`config.mk`:
```
export PLATFORM = sky130hd
export DESIGN_NAME = fen_position_parser
export DESIGN_NICKNAME = d
export VERILOG_FILES = /design/src/hw/rtl/fpp_pkg.sv /design/src/hw/rtl/fpp_parser.sv /design/src/hw/rtl/fpp_emitter.sv /design/src/hw/rtl/fen_position_parser.sv
export SDC_FILE = /design/constraint.sdc
export NUM_CORES = 2
export LEC_CHECK = 0
export BUFFER_PORTS_ARGS = -buffer_cell sky130_fd_sc_hd__buf_2
export CELL_PAD_IN_SITES_DETAIL_PLACEMENT = 1
export CELL_PAD_IN_SITES_GLOBAL_PLACEMENT = 2
export CORE_MARGIN = 2
export CORE_UTILIZATION = 46
export DETAILED_ROUTE_END_ITERATION = 10
export PLACE_DENSITY = 0.9
export SLEW_MARGIN = 0
export SYNTH_ARGS = -nofsm -noshare
export SYNTH_HDL_FRONTEND = slang
export SYNTH_SLANG_ARGS = --single-unit
```
`constraint.sdc`:
```
create_clock -name clk_i -period 90 [get_ports clk_i]
set_input_delay 9 -clock clk_i [delete_from_list [all_inputs] [get_ports clk_i]]
set_output_delay 9 -clock clk_i [all_outputs]
set_load 0.02 [all_outputs]
```
`src/hw/rtl/fpp_pkg.sv`:
```
// Shared types, character codes and piece lookup for the board text parser.
`default_nettype none

package fpp_pkg;

  // Board slots: 0-5 white pieces, 6-11 black pieces, then color and all boards.
  localparam int unsigned SlotCount = 15;
  localparam logic [3:0] WhiteSlot = 4'd12;
  localparam logic [3:0] BlackSlot = 4'd13;
  localparam logic [3:0] AllSlot   = 4'd14;
  localparam logic [3:0] LastSlot  = 4'd14;

  localparam logic [7:0] StartSquare = 8'd56;
  localparam logic [7:0] RankStep    = 8'd16;

  // Field numbers within the text.
  localparam logic [2:0] FieldPlace  = 3'd0;
  localparam logic [2:0] FieldTurn   = 3'd1;
  localparam logic [2:0] FieldCastle = 3'd2;
  localparam logic [2:0] FieldEp     = 3'd3;
  localparam logic [2:0] FieldFifty  = 3'd4;
  localparam logic [2:0] FieldMove   = 3'd5;

  // Castling right bits.
  localparam logic [3:0] CastleWk  = 4'b0010;
  localparam logic [3:0] CastleWq  = 4'b0001;
  localparam logic [3:0] CastleBk  = 4'b1000;
  localparam logic [3:0] CastleBq  = 4'b0100;
  localparam logic [3:0] CastleAll = 4'd15;

  // ASCII codes.
  localparam logic [7:0] ChSpace = 8'h20;
  localparam logic [7:0] ChSlash = 8'h2f;
  localparam logic [7:0] ChZero  = 8'h30;
  localparam logic [7:0] ChOne   = 8'h31;
  localparam logic [7:0] ChNine  = 8'h39;
  localparam logic [7:0] ChLowA  = 8'h61;
  localparam logic [7:0] ChLowH  = 8'h68;
  localparam logic [7:0] ChW     = 8'h77;

  typedef logic [14:0][63:0] boards_t;

  typedef struct packed {
    logic       vld;
    logic [3:0] slot;
  } piece_t;

  // Scalar fields handed from the parser to the output sequencer.
  typedef struct packed {
    logic [3:0] castle_acc;
    logic [2:0] castle_len;
    logic [7:0] ep_bits;
    logic       black_moves;
    logic       error_flag;
  } scal_t;

  function automatic piece_t piece_lookup(logic [7:0] c);
    piece_t p;
    p.vld = 1'b1;
    case (c)
      8'h4b: p.slot = 4'd0;   // K
      8'h50: p.slot = 4'd1;   // P
      8'h42: p.slot = 4'd2;   // B
      8'h4e: p.slot = 4'd3;   // N
      8'h52: p.slot = 4'd4;   // R
      8'h51: p.slot = 4'd5;   // Q
      8'h6b: p.slot = 4'd6;   // k
      8'h70: p.slot = 4'd7;   // p
      8'h62: p.slot = 4'd8;   // b
      8'h6e: p.slot = 4'd9;   // n
      8'h72: p.slot = 4'd10;  // r
      8'h71: p.slot = 4'd11;  // q
      default: begin
        p.vld  = 1'b0;
        p.slot = 4'd0;
      end
    endcase
    return p;
  endfunction

endpackage

`default_nettype wire

```
`src/hw/rtl/fpp_parser.sv`:
```
// Per-character parse state and its update on each accepted character.
`default_nettype none

module fpp_parser #(
  parameter int unsigned CB = 16
) (
  input  wire logic                 clk_i,
  input  wire logic                 rst_ni,
  input  wire logic                 step_i,
  input  wire logic [7:0]           char_i,
  input  wire logic                 last_i,
  output fpp_pkg::boards_t          snap_boards_o,
  output fpp_pkg::scal_t            snap_scal_o,
  output logic [CB-1:0]             snap_fullmove_o,
  output logic [CB-1:0]             snap_fifty_o
);

  logic [7:0]       square_q, square_d;
  logic [2:0]       field_q, field_d;
  fpp_pkg::boards_t boards_q, boards_d;
  logic [3:0]       castle_acc_q, castle_acc_d;
  logic [2:0]       castle_len_q, castle_len_d;
  logic [7:0]       ep_bits_q, ep_bits_d;
  logic             ep_seen_q, ep_seen_d;
  logic             black_q, black_d;
  logic [CB-1:0]    fullmove_q, fullmove_d;
  logic [CB-1:0]    fifty_q, fifty_d;
  logic             err_q, err_d;
  logic [1:0]       turn_len_q, turn_len_d;
  logic             move_digits_q, move_digits_d;
  logic             move_done_q, move_done_d;

  fpp_pkg::piece_t  piece;
  logic [63:0]      sq_bit;
  logic             is_digit;
  logic [3:0]       digit;
  logic [3:0]       color_slot;

  // Appends one decimal digit, saturating at the counter's top value.
  function automatic logic [CB-1:0] dec_push(logic [CB-1:0] acc, logic [3:0] dig);
    logic [CB+3:0] v;
    v = ({4'b0, acc} << 3) + ({4'b0, acc} << 1) + {{CB{1'b0}}, dig};
    return (v[CB+3:CB] != 4'd0) ? {CB{1'b1}} : v[CB-1:0];
  endfunction

  always_comb begin
    square_d      = square_q;
    field_d       = field_q;
    boards_d      = boards_q;
    castle_acc_d  = castle_acc_q;
    castle_len_d  = castle_len_q;
    ep_bits_d     = ep_bits_q;
    ep_seen_d     = ep_seen_q;
    black_d       = black_q;
    fullmove_d    = fullmove_q;
    fifty_d       = fifty_q;
    err_d         = err_q;
    turn_len_d    = turn_len_q;
    move_digits_d = move_digits_q;
    move_done_d   = move_done_q;

    piece      = fpp_pkg::piece_lookup(char_i);
    sq_bit     = 64'd1 << square_q[5:0];
    is_digit   = char_i inside {[fpp_pkg::ChZero:fpp_pkg::ChNine]};
    digit      = is_digit ? 4'(char_i - fpp_pkg::ChZero) : 4'd0;
    color_slot = (piece.slot < 4'd6) ? fpp_pkg::WhiteSlot : fpp_pkg::BlackSlot;

    if (char_i == fpp_pkg::ChSpace && field_q < fpp_pkg::FieldMove) begin
      field_d = field_q + 3'd1;
      if (field_q == fpp_pkg::FieldPlace) begin
        black_d = 1'b1;
      end
    end else begin
      case (field_q)
        fpp_pkg::FieldPlace: begin
          if (char_i == fpp_pkg::ChSlash) begin
            square_d = square_q - fpp_pkg::RankStep;
          end else if (char_i inside {[fpp_pkg::ChOne:fpp_pkg::ChNine]}) begin
            square_d = square_q + (char_i - fpp_pkg::ChZero);
          end else if (!piece.vld) begin
            err_d = 1'b1;
          end else begin
            if (square_q < 8'd64) begin
              boards_d[piece.slot]       = boards_d[piece.slot] ^ sq_bit;
              boards_d[color_slot]       = boards_d[color_slot] ^ sq_bit;
              boards_d[fpp_pkg::AllSlot] = boards_d[fpp_pkg::AllSlot] ^ sq_bit;
            end else begin
              err_d = 1'b1;
            end
            square_d = square_q + 8'd1;
          end
        end
        fpp_pkg::FieldTurn: begin
          black_d = !(turn_len_q == 2'd0 && char_i == fpp_pkg::ChW);
          if (turn_len_q != 2'd3) begin
            turn_len_d = turn_len_q + 2'd1;
          end
        end
        fpp_pkg::FieldCastle: begin
          if (castle_len_q < 3'd3) begin
            case (char_i)
              8'h4b:   castle_acc_d = castle_acc_q ^ fpp_pkg::CastleWk;
              8'h51:   castle_acc_d = castle_acc_q ^ fpp_pkg::CastleWq;
              8'h6b:   castle_acc_d = castle_acc_q ^ fpp_pkg::CastleBk;
              8'h71:   castle_acc_d = castle_acc_q ^ fpp_pkg::CastleBq;
              default: castle_acc_d = castle_acc_q;
            endcase
          end
          if (castle_len_q != 3'd7) begin
            castle_len_d = castle_len_q + 3'd1;
          end
        end
        fpp_pkg::FieldEp: begin
          if (!ep_seen_q) begin
            ep_seen_d = 1'b1;
            ep_bits_d = (char_i inside {[fpp_pkg::ChLowA:fpp_pkg::ChLowH]})
                      ? (8'd1 << 3'(char_i - fpp_pkg::ChLowA)) : 8'd0;
          end
        end
        fpp_pkg::FieldFifty: begin
          fifty_d = dec_push(fifty_q, digit);
        end
        default: begin
          if (!move_done_q) begin
            if (is_digit) begin
              fullmove_d    = dec_push(fullmove_q, digit);
              move_digits_d = 1'b1;
            end else if (!(char_i == fpp_pkg::ChSpace && !move_digits_q)) begin
              move_done_d = 1'b1;
            end
          end
        end
      endcase
    end
  end

  assign snap_boards_o            = boards_d;
  assign snap_scal_o.castle_acc   = castle_acc_d;
  assign snap_scal_o.castle_len   = castle_len_d;
  assign snap_scal_o.ep_bits      = ep_bits_d;
  assign snap_scal_o.black_moves  = black_d;
  assign snap_scal_o.error_flag   = err_d;
  assign snap_fullmove_o          = fullmove_d;
  assign snap_fifty_o             = fifty_d;

  // The final character of a text returns every register to its start value.
  always_ff @(posedge clk_i or negedge rst_ni) begin
    if (!rst_ni) begin
      square_q      <= fpp_pkg::StartSquare;
      field_q       <= fpp_pkg::FieldPlace;
      boards_q      <= '0;
      castle_acc_q  <= '0;
      castle_len_q  <= '0;
      ep_bits_q     <= '0;
      ep_seen_q     <= 1'b0;
      black_q       <= 1'b0;
      fullmove_q    <= '0;
      fifty_q       <= '0;
      err_q         <= 1'b0;
      turn_len_q    <= '0;
      move_digits_q <= 1'b0;
      move_done_q   <= 1'b0;
    end else if (step_i && last_i) begin
      square_q      <= fpp_pkg::StartSquare;
      field_q       <= fpp_pkg::FieldPlace;
      boards_q      <= '0;
      castle_acc_q  <= '0;
      castle_len_q  <= '0;
      ep_bits_q     <= '0;
      ep_seen_q     <= 1'b0;
      black_q       <= 1'b0;
      fullmove_q    <= '0;
      fifty_q       <= '0;
      err_q         <= 1'b0;
      turn_len_q    <= '0;
      move_digits_q <= 1'b0;
      move_done_q   <= 1'b0;
    end else if (step_i) begin
      square_q      <= square_d;
      field_q       <= field_d;
      boards_q      <= boards_d;
      castle_acc_q  <= castle_acc_d;
      castle_len_q  <= castle_len_d;
      ep_bits_q     <= ep_bits_d;
      ep_seen_q     <= ep_seen_d;
      black_q       <= black_d;
      fullmove_q    <= fullmove_d;
      fifty_q       <= fifty_d;
      err_q         <= err_d;
      turn_len_q    <= turn_len_d;
      move_digits_q <= move_digits_d;
      move_done_q   <= move_done_d;
    end
  end

  a_field_range: assert property (@(posedge clk_i) disable iff (!rst_ni)
    field_q <= fpp_pkg::FieldMove)
    else $error("field number beyond the last field");

  a_last_clears: assert property (@(posedge clk_i) disable iff (!rst_ni)
    step_i && last_i |=> square_q == fpp_pkg::StartSquare && boards_q == '0 && !err_q)
    else $error("parse state not cleared after the final character");

endmodule

`default_nettype wire

```
`src/hw/rtl/fpp_emitter.sv`:
```
// Snapshot of a finished parse and the fifteen-beat result sequencer.
`default_nettype none

module fpp_emitter #(
  parameter int unsigned CB = 16
) (
  input  wire logic             clk_i,
  input  wire logic             rst_ni,
  input  wire logic             load_i,
  input  wire fpp_pkg::boards_t boards_i,
  input  wire fpp_pkg::scal_t   scal_i,
  input  wire logic [CB-1:0]    fullmove_i,
  input  wire logic [CB-1:0]    fifty_i,
  output logic                  load_ready_o,
  output logic                  out_valid_o,
  input  wire logic             out_ready_i,
  output logic [3:0]            board_slot_o,
  output logic [63:0]           board_bits_o,
  output logic [3:0]            castle_rights_o,
  output logic [7:0]            ep_files_o,
  output logic [15:0]           half_move_o,
  output logic [15:0]           fifty_clock_o,
  output logic                  parse_error_o,
  output logic                  run_last_o
);

  localparam logic [32:0] HalfLim = (CB >= 16) ? 33'h0ffff : ((33'd1 << CB) - 33'd1);

  logic             busy_q, busy_d;
  logic [3:0]       slot_q, slot_d;
  fpp_pkg::boards_t boards_q;
  fpp_pkg::scal_t   scal_q;
  logic [CB-1:0]    fullmove_q;
  logic [CB-1:0]    fifty_q;
  logic             fire;
  logic             final_beat;
  logic [32:0]      half_wide;
  logic [32:0]      fifty_wide;

  assign fire         = busy_q && out_ready_i;
  assign final_beat   = slot_q == fpp_pkg::LastSlot;
  assign load_ready_o = !busy_q || (out_ready_i && final_beat);

  always_comb begin
    busy_d = busy_q;
    slot_d = slot_q;
    if (load_i) begin
      busy_d = 1'b1;
      slot_d = 4'd0;
    end else if (fire) begin
      if (final_beat) begin
        busy_d = 1'b0;
      end
      slot_d = slot_q + 4'd1;
    end
  end

  always_ff @(posedge clk_i or negedge rst_ni) begin
    if (!rst_ni) begin
      busy_q <= 1'b0;
      slot_q <= 4'd0;
    end else begin
      busy_q <= busy_d;
      slot_q <= slot_d;
    end
  end

  always_ff @(posedge clk_i) begin
    if (load_i) begin
      boards_q   <= boards_i;
      scal_q     <= scal_i;
      fullmove_q <= fullmove_i;
      fifty_q    <= fifty_i;
    end
  end

  // Half moves are twice the completed full moves plus one when black is to move.
  always_comb begin
    half_wide  = (fullmove_q == '0) ? 33'd0 : 33'({CB'(fullmove_q - 1'b1), scal_q.black_moves});
    fifty_wide = 33'(fifty_q);
  end

  assign out_valid_o     = busy_q;
  assign board_slot_o    = slot_q;
  assign board_bits_o    = boards_q[slot_q];
  assign castle_rights_o = (scal_q.castle_len == 3'd4) ? fpp_pkg::CastleAll : scal_q.castle_acc;
  assign ep_files_o      = scal_q.ep_bits;
  assign half_move_o     = (half_wide > HalfLim) ? HalfLim[15:0] : half_wide[15:0];
  assign fifty_clock_o   = (fifty_wide > 33'h0ffff) ? 16'hffff : fifty_wide[15:0];
  assign parse_error_o   = scal_q.error_flag;
  assign run_last_o      = final_beat;

  a_slot_range: assert property (@(posedge clk_i) disable iff (!rst_ni)
    busy_q |-> slot_q <= fpp_pkg::LastSlot)
    else $error("result slot beyond the last board");

  a_load_starts: assert property (@(posedge clk_i) disable iff (!rst_ni)
    load_i |=> busy_q && slot_q == 4'd0)
    else $error("snapshot load did not start a run at slot zero");

  a_no_overrun: assert property (@(posedge clk_i) disable iff (!rst_ni)
    load_i |-> load_ready_o)
    else $error("snapshot loaded while a run is still in flight");

endmodule

`default_nettype wire

```
`src/hw/rtl/fen_position_parser.sv`:
```
// Top level of the chess board text parser: input register, parser and result sequencer.
`default_nettype none

// The block reads a chess board description one character per transfer and, on
// the character marked as last, produces fifteen result transfers: one bitboard per
// slot (twelve piece boards, the two color boards and the all-pieces board), each
// carrying the same castling rights, en-passant file, half-move count, fifty-move
// clock and error flag, with run_last high on slot 14. Characters are taken at one
// per cycle unless a final character waits; each passes an input register and is
// folded into the parse state when the parser steps. The final character copies
// the finished position into a result snapshot and returns the parse state to its
// start, so the next text can stream in while the fifteen results drain. The drain
// of that single snapshot is the only limit: a final character waits in the input
// register until the previous run is on its last result transfer, so texts shorter
// than fifteen characters are paced by the result drain. COUNTER_BITS sizes the
// fullmove and fifty-move accumulators (8 to 32); both saturate at their top value
// and the reported counts are clamped to 16 bits.
module fen_position_parser #(
  parameter int unsigned COUNTER_BITS = 16
) (
  input  wire logic        clk_i,
  input  wire logic        rst_ni,
  input  wire logic        in_valid_i,
  output logic             in_ready_o,
  input  wire logic [7:0]  text_char_i,
  input  wire logic        end_of_text_i,
  output logic             out_valid_o,
  input  wire logic        out_ready_i,
  output logic [3:0]       board_slot_o,
  output logic [63:0]      board_bits_o,
  output logic [3:0]       castle_rights_o,
  output logic [7:0]       ep_files_o,
  output logic [15:0]      half_move_o,
  output logic [15:0]      fifty_clock_o,
  output logic             parse_error_o,
  output logic             run_last_o
);

  logic                    in_vld_q;
  logic [7:0]              char_q;
  logic                    last_q;
  logic                    step;
  logic                    load_ready;
  fpp_pkg::boards_t        snap_boards;
  fpp_pkg::scal_t          snap_scal;
  logic [COUNTER_BITS-1:0] snap_fullmove;
  logic [COUNTER_BITS-1:0] snap_fifty;

  // A registered character is consumed unless it is final and the sequencer cannot take a new snapshot.
  assign step       = in_vld_q && (!last_q || load_ready);
  assign in_ready_o = !in_vld_q || step;

  always_ff @(posedge clk_i or negedge rst_ni) begin
    if (!rst_ni) begin
      in_vld_q <= 1'b0;
    end else if (in_ready_o) begin
      in_vld_q <= in_valid_i;
    end
  end

  always_ff @(posedge clk_i) begin
    if (in_valid_i && in_ready_o) begin
      char_q <= text_char_i;
      last_q <= end_of_text_i;
    end
  end

  fpp_parser #(
    .CB (COUNTER_BITS)
  ) u_parser (
    .clk_i           (clk_i),
    .rst_ni          (rst_ni),
    .step_i          (step),
    .char_i          (char_q),
    .last_i          (last_q),
    .snap_boards_o   (snap_boards),
    .snap_scal_o     (snap_scal),
    .snap_fullmove_o (snap_fullmove),
    .snap_fifty_o    (snap_fifty)
  );

  fpp_emitter #(
    .CB (COUNTER_BITS)
  ) u_emitter (
    .clk_i           (clk_i),
    .rst_ni          (rst_ni),
    .load_i          (step && last_q),
    .boards_i        (snap_boards),
    .scal_i          (snap_scal),
    .fullmove_i      (snap_fullmove),
    .fifty_i         (snap_fifty),
    .load_ready_o    (load_ready),
    .out_valid_o     (out_valid_o),
    .out_ready_i     (out_ready_i),
    .board_slot_o    (board_slot_o),
    .board_bits_o    (board_bits_o),
    .castle_rights_o (castle_rights_o),
    .ep_files_o      (ep_files_o),
    .half_move_o     (half_move_o),
    .fifty_clock_o   (fifty_clock_o),
    .parse_error_o   (parse_error_o),
    .run_last_o      (run_last_o)
  );

  // A held character must stay in place until the parser consumes it.
  a_hold_char: assert property (@(posedge clk_i) disable iff (!rst_ni)
    in_vld_q && !step |=> in_vld_q && $stable(char_q) && $stable(last_q))
    else $error("pending character lost before it was parsed");

endmodule

`default_nettype wire
```
-- Word level (Yosys, flattened, before mapping)
Index checks and enable logic that the tools add are counted.
- bits in registers: 2049
- latch bits: 0
- RAM bits: 0
- bits in read-only memories: 0
- input bits: 13
- logic and storage cells: 272
- memories: 0
- $add $sub $neg: 14
- $mul: 0
- div/mod/pow operators: 0
- order comparisons: 16
- equal/unequal tests: 26
- shifts and indexed selects: 2
- mux-type cells: 107
- bitwise operators: 7
- reduce and logical (&&, ||, !) cells: 45
- operators with widths (cell ; number):
    2-to-1 mux 960 bit ; 8
    bitwise mux 960 bit ; 2
    binary-select mux 64 bit (select 4 bit) ; 3
    demux 64 bit (select 4 bit) ; 2
    2-to-1 mux 64 bit ; 5
    2-to-1 mux 16 bit ; 14
    XOR 64 bit ; 3
    == test 8 x 7 -> 1 bit, second input constant ; 13
    2-to-1 mux 8 bit ; 13
    left shift 1 x 6 -> 64 bit, first input constant ; 1
    case mux 4 bit (11 select lines) ; 1
    adder 19 x 17 -> 20 bit ; 2
    adder 20 x 4 -> 20 bit ; 2
    2-to-1 mux 4 bit ; 9
    2-to-1 mux 1 bit ; 35
    > comparator 33 x 16 -> 1 bit, second input constant ; 1
    2-to-1 mux 3 bit ; 8
    nonzero test 2 bit ; 9
    2-to-1 mux 17 bit ; 1
    == test 8 x 6 -> 1 bit, second input constant ; 2
    >= comparator 8 x 6 -> 1 bit, second input constant ; 2
    > comparator 16 bit, second input constant ; 1
    logical NOT 16 bit ; 1
    case mux 4 bit (4 select lines) ; 1
    other kinds (40) ; 78

-- Depth between registers and ports, before layout
- depth after elaboration: 20
- gate-level depth with buffers: 22

-- Hierarchy
Synthesis repeated with hierarchy kept, for this count alone.
- cells, all modules: 10373
- area total of the unflattened synthesis: 103927.2 um^2
- modules (own cells, without submodules) (module ; times used ; cells each ; area an instance (um^2) ; seq. area each (um^2)):
    fpp_parser ; 1 ; 8372 ; 64768.4 ; 25653.4
    fpp_emitter ; 1 ; 1985 ; 38809.7 ; 30424.2
    fen_position_parser ; 1 ; 16 ; 349.1 ; 295.3

-- Least setup slack after synthesis
OpenSTA, ideal clock, no wires.
- path type: input port to flip-flop
- start point: input out_ready_i
- end point: register u_emitter.boards_q[0] in the netlist's numbering, enable pin
- setup time: 1.762 ns
- data arrival time: 37.337 ns
- required time: 88.238 ns
- setup slack: 50.900 ns
- cell stages on the path: 8
- buffers on the path: 3
- path through: nand2_1 -> nand3_1 -> and2_1 -> clkbuf_1 -> nand2_1 -> inv_1 -> clkbuf_1 -> buf_1
- longest elaborated chain between the ends: 5
- ends and longest elaborated chain (item ; line ; RTL):
    start: declaration ; fen_position_parser.sv:28 ; input wire logic out_ready_i,
    logical AND 1 bit ; fpp_emitter.sv:42 ; assign load_ready_o = !busy_q || (out_ready_i && final_beat);
    logical OR 1 bit ; fpp_emitter.sv:42 ;
    logical OR 1 bit ; fen_position_parser.sv:50 ; assign step = in_vld_q && (!last_q || load_ready);
    logical AND 1 bit ; fen_position_parser.sv:50 ;
    logical AND 1 bit ; fen_position_parser.sv:87 ; .load_i (step && last_q),
    end signal: assignment ; fpp_emitter.sv:70 ; boards_q <= boards_i;
    end: declaration ; fpp_emitter.sv:31 ; fpp_pkg::boards_t boards_q;
Every way passes these cells.
A chain may end at the register's enable or synchronous reset.

-- Final worst setup path
- start point: input out_ready_i
- end point: output in_ready_o
- longest elaborated chain between the ends: 5
- ends and longest elaborated chain (item ; line ; RTL):
    logical AND 1 bit ; fpp_emitter.sv:42 ;
    logical OR 1 bit ; fpp_emitter.sv:42 ;
    logical OR 1 bit ; fen_position_parser.sv:50 ;
    logical AND 1 bit ; fen_position_parser.sv:50 ;
    logical OR 1 bit ; fen_position_parser.sv:51 ; assign in_ready_o = !in_vld_q || step;
    end: declaration ; fen_position_parser.sv:24 ; output logic in_ready_o,
Every way passes these cells.

==> impl_metrics.csv <==
group,metric,value,unit
cts,post-cts-setup-buffers,0,
placed_design,placed_cells_incl_taps,13018,
global_route,grt_antenna_before_repair,22,
route,route.detailed.wl_per_inst,31.7,um
global_route,grt_pass1_vias,94323,
worst_hold_path,worst_hold_path_type,"flop to flop",
timing,setup-tns-final,0,ps
outcome,status,"finished clean",
cts,worst_skew_pair_latency,930,ps
placed_design,portBuffers,128,
global_route,gr-usage-all-layers,35.5,%
global_route,grt_pass1_wl,627000,um
cells_and_area,most-common-layout-cells,"sky130_fd_sc_hd__nand2_1 (2346), sky130_fd_sc_hd__o21ai_0 (1822), sky130_fd_sc_hd__dfrtp_1 (1024)",
cts,longest_clk_path_bufs,3,
floorplan,die_width,486,um
worst_setup_path,arrival,9610,ps
route,drt.antenna.violating_nets,0,
cts,ctsRootBufferMaster,"sky130_fd_sc_hd__clkbuf_16",
floorplan,start_util,46.4,%
timing,report.final.slew_viol_count,0,
floorplan,dieHeight,486,um
placed_design,place.detailed.hpwl,244000,um
timing,final.min_clock_period,18610,ps
global_route,grt_overflow,0,
cts,clock_tree_from_tritoncts,"built",
floorplan,core_area,230000,um2
worst_setup_path,worst-endpoint-required,81000,ps
synthesis,primary_ff_master_synth,"sky130_fd_sc_hd__dfrtp_1",
power_and_ir_drop,power.leakage,44.5,nW
cts,hold_buffers,0,
cells_and_area,post_route_cells_drive_above_1_share,11.1,%
route,detailedRoute.firstPassIterationCount,6,
cells_and_area,finish.net_count,10321,
timing,rsz0062_at_grt,"false",
synthesis,synth_area_per_cell,10.1,um2
route,drc_errors,0,
route,vias,91816,
timing,hold_violations,0,
floorplan,row_count,176,
worst_setup_path,timing_worst_setup_path_type,"input pin to output port",
cells_and_area,finish.cell_count_without_fillers,13457,
worst_setup_path,reg2regPathDepth,13,
timing,final.setup_skew,51.6,ps
cts,cts_repair_resize_count,0,
timing,slew-limit-headroom,6.16,%
floorplan,die-area,236000,um2
cts,cts.clk_slew.worst_paths,60,ps
route,post_drt_via_cell_ratio,6.82,
worst_hold_path,hold_path_depth,2,
timing,maxClockFrequency,0.0537,GHz
power_and_ir_drop,power_per_standard_cell_area,28.4,nW/um2
synthesis,synth_largest_type_area_fraction,28.6,%
synthesis,synth-seq-area-share,52.8,%
placed_design,place_congestion,0.869,
synthesis,synth_area_leader_cell,"sky130_fd_sc_hd__edfxtp_1",
synthesis,yosys.cell_types.count,90,
synthesis,yosys_warnings,0,
cts,cts-buffers-inserted,222,
synthesis,yosys_register_bits,2049,
synthesis,async_reset_ff_share,50.3,%
cells_and_area,final_common_cell,"sky130_fd_sc_hd__nand2_1",
floorplan,io_pins,129,
route,totalWireLength,427000,um
synthesis,synth_enable_flop_cells,1018,
global_route,grt_start_max_net_pins,152,
worst_setup_path,critPathLaunchType,"input pin",
synthesis,synth_fp_nets,10671,
power_and_ir_drop,finalPower,3.33,mW
worst_setup_path,rrSetupSlack,82220,ps
synthesis,synthTopCellsByArea,"sky130_fd_sc_hd__edfxtp_1 (29%), sky130_fd_sc_hd__dfrtp_1 (24%), sky130_fd_sc_hd__o21ai_0 (8.5%)",
synthesis,syn_inst,10568,
timing,final_min_period_over_clock_period,20.7,%
timing,max_slew.worst_pin.slew,1400,ps
cells_and_area,layout-area-overhead-vs-synth,9.75,%
worst_setup_path,highest_net_fanout_along_the_worst_path,3,
timing,setup-violations-final,0,
cts,htree_num_levels,4,
cts,cts_num_sinks,2049,
route,drt_iter0_drc,10846,
power_and_ir_drop,ir_drop,23.4,uV
job,timing.max_cap.violations,0,
synthesis,synthesis.area,107000,um2
worst_setup_path,endpoint_kind,"output port",
==> worst max-delay path, stage by stage <==
cell	delay (ps)
sky130_fd_sc_hd__buf_2	120
sky130_fd_sc_hd__nand2_1	100
sky130_fd_sc_hd__nand4_1	170
sky130_fd_sc_hd__buf_2	220
==> registers in the layout (all words and copies together) (netlist names), 2 cells and up <==
| signal | cells |
|---|---|
| u_emitter.boards_q | 960 |
| u_emitter.fifty_q | 16 |
| u_parser.turn_len_q | 2 |
| u_emitter.scal_q | 8 |
| u_parser.field_q | 3 |
| u_parser.square_q | 8 |
| char_q | 8 |
| u_parser.ep_bits_q | 8 |
| u_parser.boards_q | 960 |
| u_parser.fullmove_q | 16 |
| u_emitter.board_slot_o | 4 |
| u_emitter.fullmove_q | 16 |
| u_emitter.ep_files_o | 8 |
| u_parser.castle_acc_q | 4 |
| u_parser.fifty_q | 16 |
| u_parser.castle_len_q | 3 |
==> power by group <==
part	total (mW)	switching, mW	leakage (nW)	internal, mW
clock network	0.935	0.406	3.58	0.528
logic	1.10	0.717	18.2	0.378
registers	1.30	0.128	22.7	1.17
==> layer usage <==
metal | wire length [um] | global-route usage [%]
met2 | 195000 | 55.8
met1 | 167000 | 46.8
met5 | 77 | 0
met4 | 23800 | 18.2
met3 | 40100 | 7.00
==> worst paths after layout <==
path                                         start                        end
worst min-delay path            u_parser.ep_seen_q         u_parser.ep_seen_q
worst max register to register           char_q[3]    u_emitter.boards_q[768]
max in group asynchronous                   rst_ni  u_emitter.board_slot_o[0]
worst min register to register  u_parser.ep_seen_q         u_parser.ep_seen_q
min in group asynchronous                   rst_ni     u_parser.boards_q[146]
worst max-delay path                   out_ready_i                 in_ready_o
==> synth_stat cells, drive strengths merged, types with 53 or more instances <==
cell    instances
nor2          347
a21boi         66
inv            53
a21o           59
mux2i         281
o21ai        1914
and3           67
a21oi         357
nor3          104
nand2        2368
mux4          285
buf           254
a31oi          70
a311oi         57
ha             87
clkbuf        709
nand3         142
o21a          206
dfrtp        1028
o221ai        230
edfxtp       1018
xnor2         122
or3            69
==> stage by stage <==
| stage | cell area (um2) | setup WS, ps | util [%] | hold WS, ps |
|---|---|---|---|---|
| finish | 117000 | 71390 | 50.9 | 507 |
| global route | 117000 | 71340 | 50.9 | 522 |
| CTS | 117000 | 71380 | 50.9 | 501 |
| global placement | 110000 | 71390 | 47.7 | 461 |
| floorplan | 107000 | 50900 | - | 450 |
| detailed placement | 110000 | 71370 | 47.7 | 486 |
==> cells by family after synthesis <==
group / Yosys count / share of synthesized area [%]
DFF: 2049 / 52.8
AOI/OAI and AO/OA: 3362 / 19.0
xor gates and xnor gates: 167 / 1.52
muxes: 570 / 8.69
and+or+nand+nor: 3311 / 12.9
other: 1 / 0.00351
adders and majority gates: 90 / 1.08
buffers and inverters: 1018 / 3.97
==> layout make-up <==
class / instances / area (um2)
Clock inverter: 78 / 872
Clock buffer: 343 / 6460
Multi-Input combinational cell: 7501 / 46700
Tap cell: 3026 / 3790
Timing Repair Buffer: 389 / 2770
Antenna cell: 16 / 40.0
Fill cell: 24984 / 113000
Sequential cell: 2049 / 56400
Inverter: 55 / 214
(Power assumes the default switching activity.)
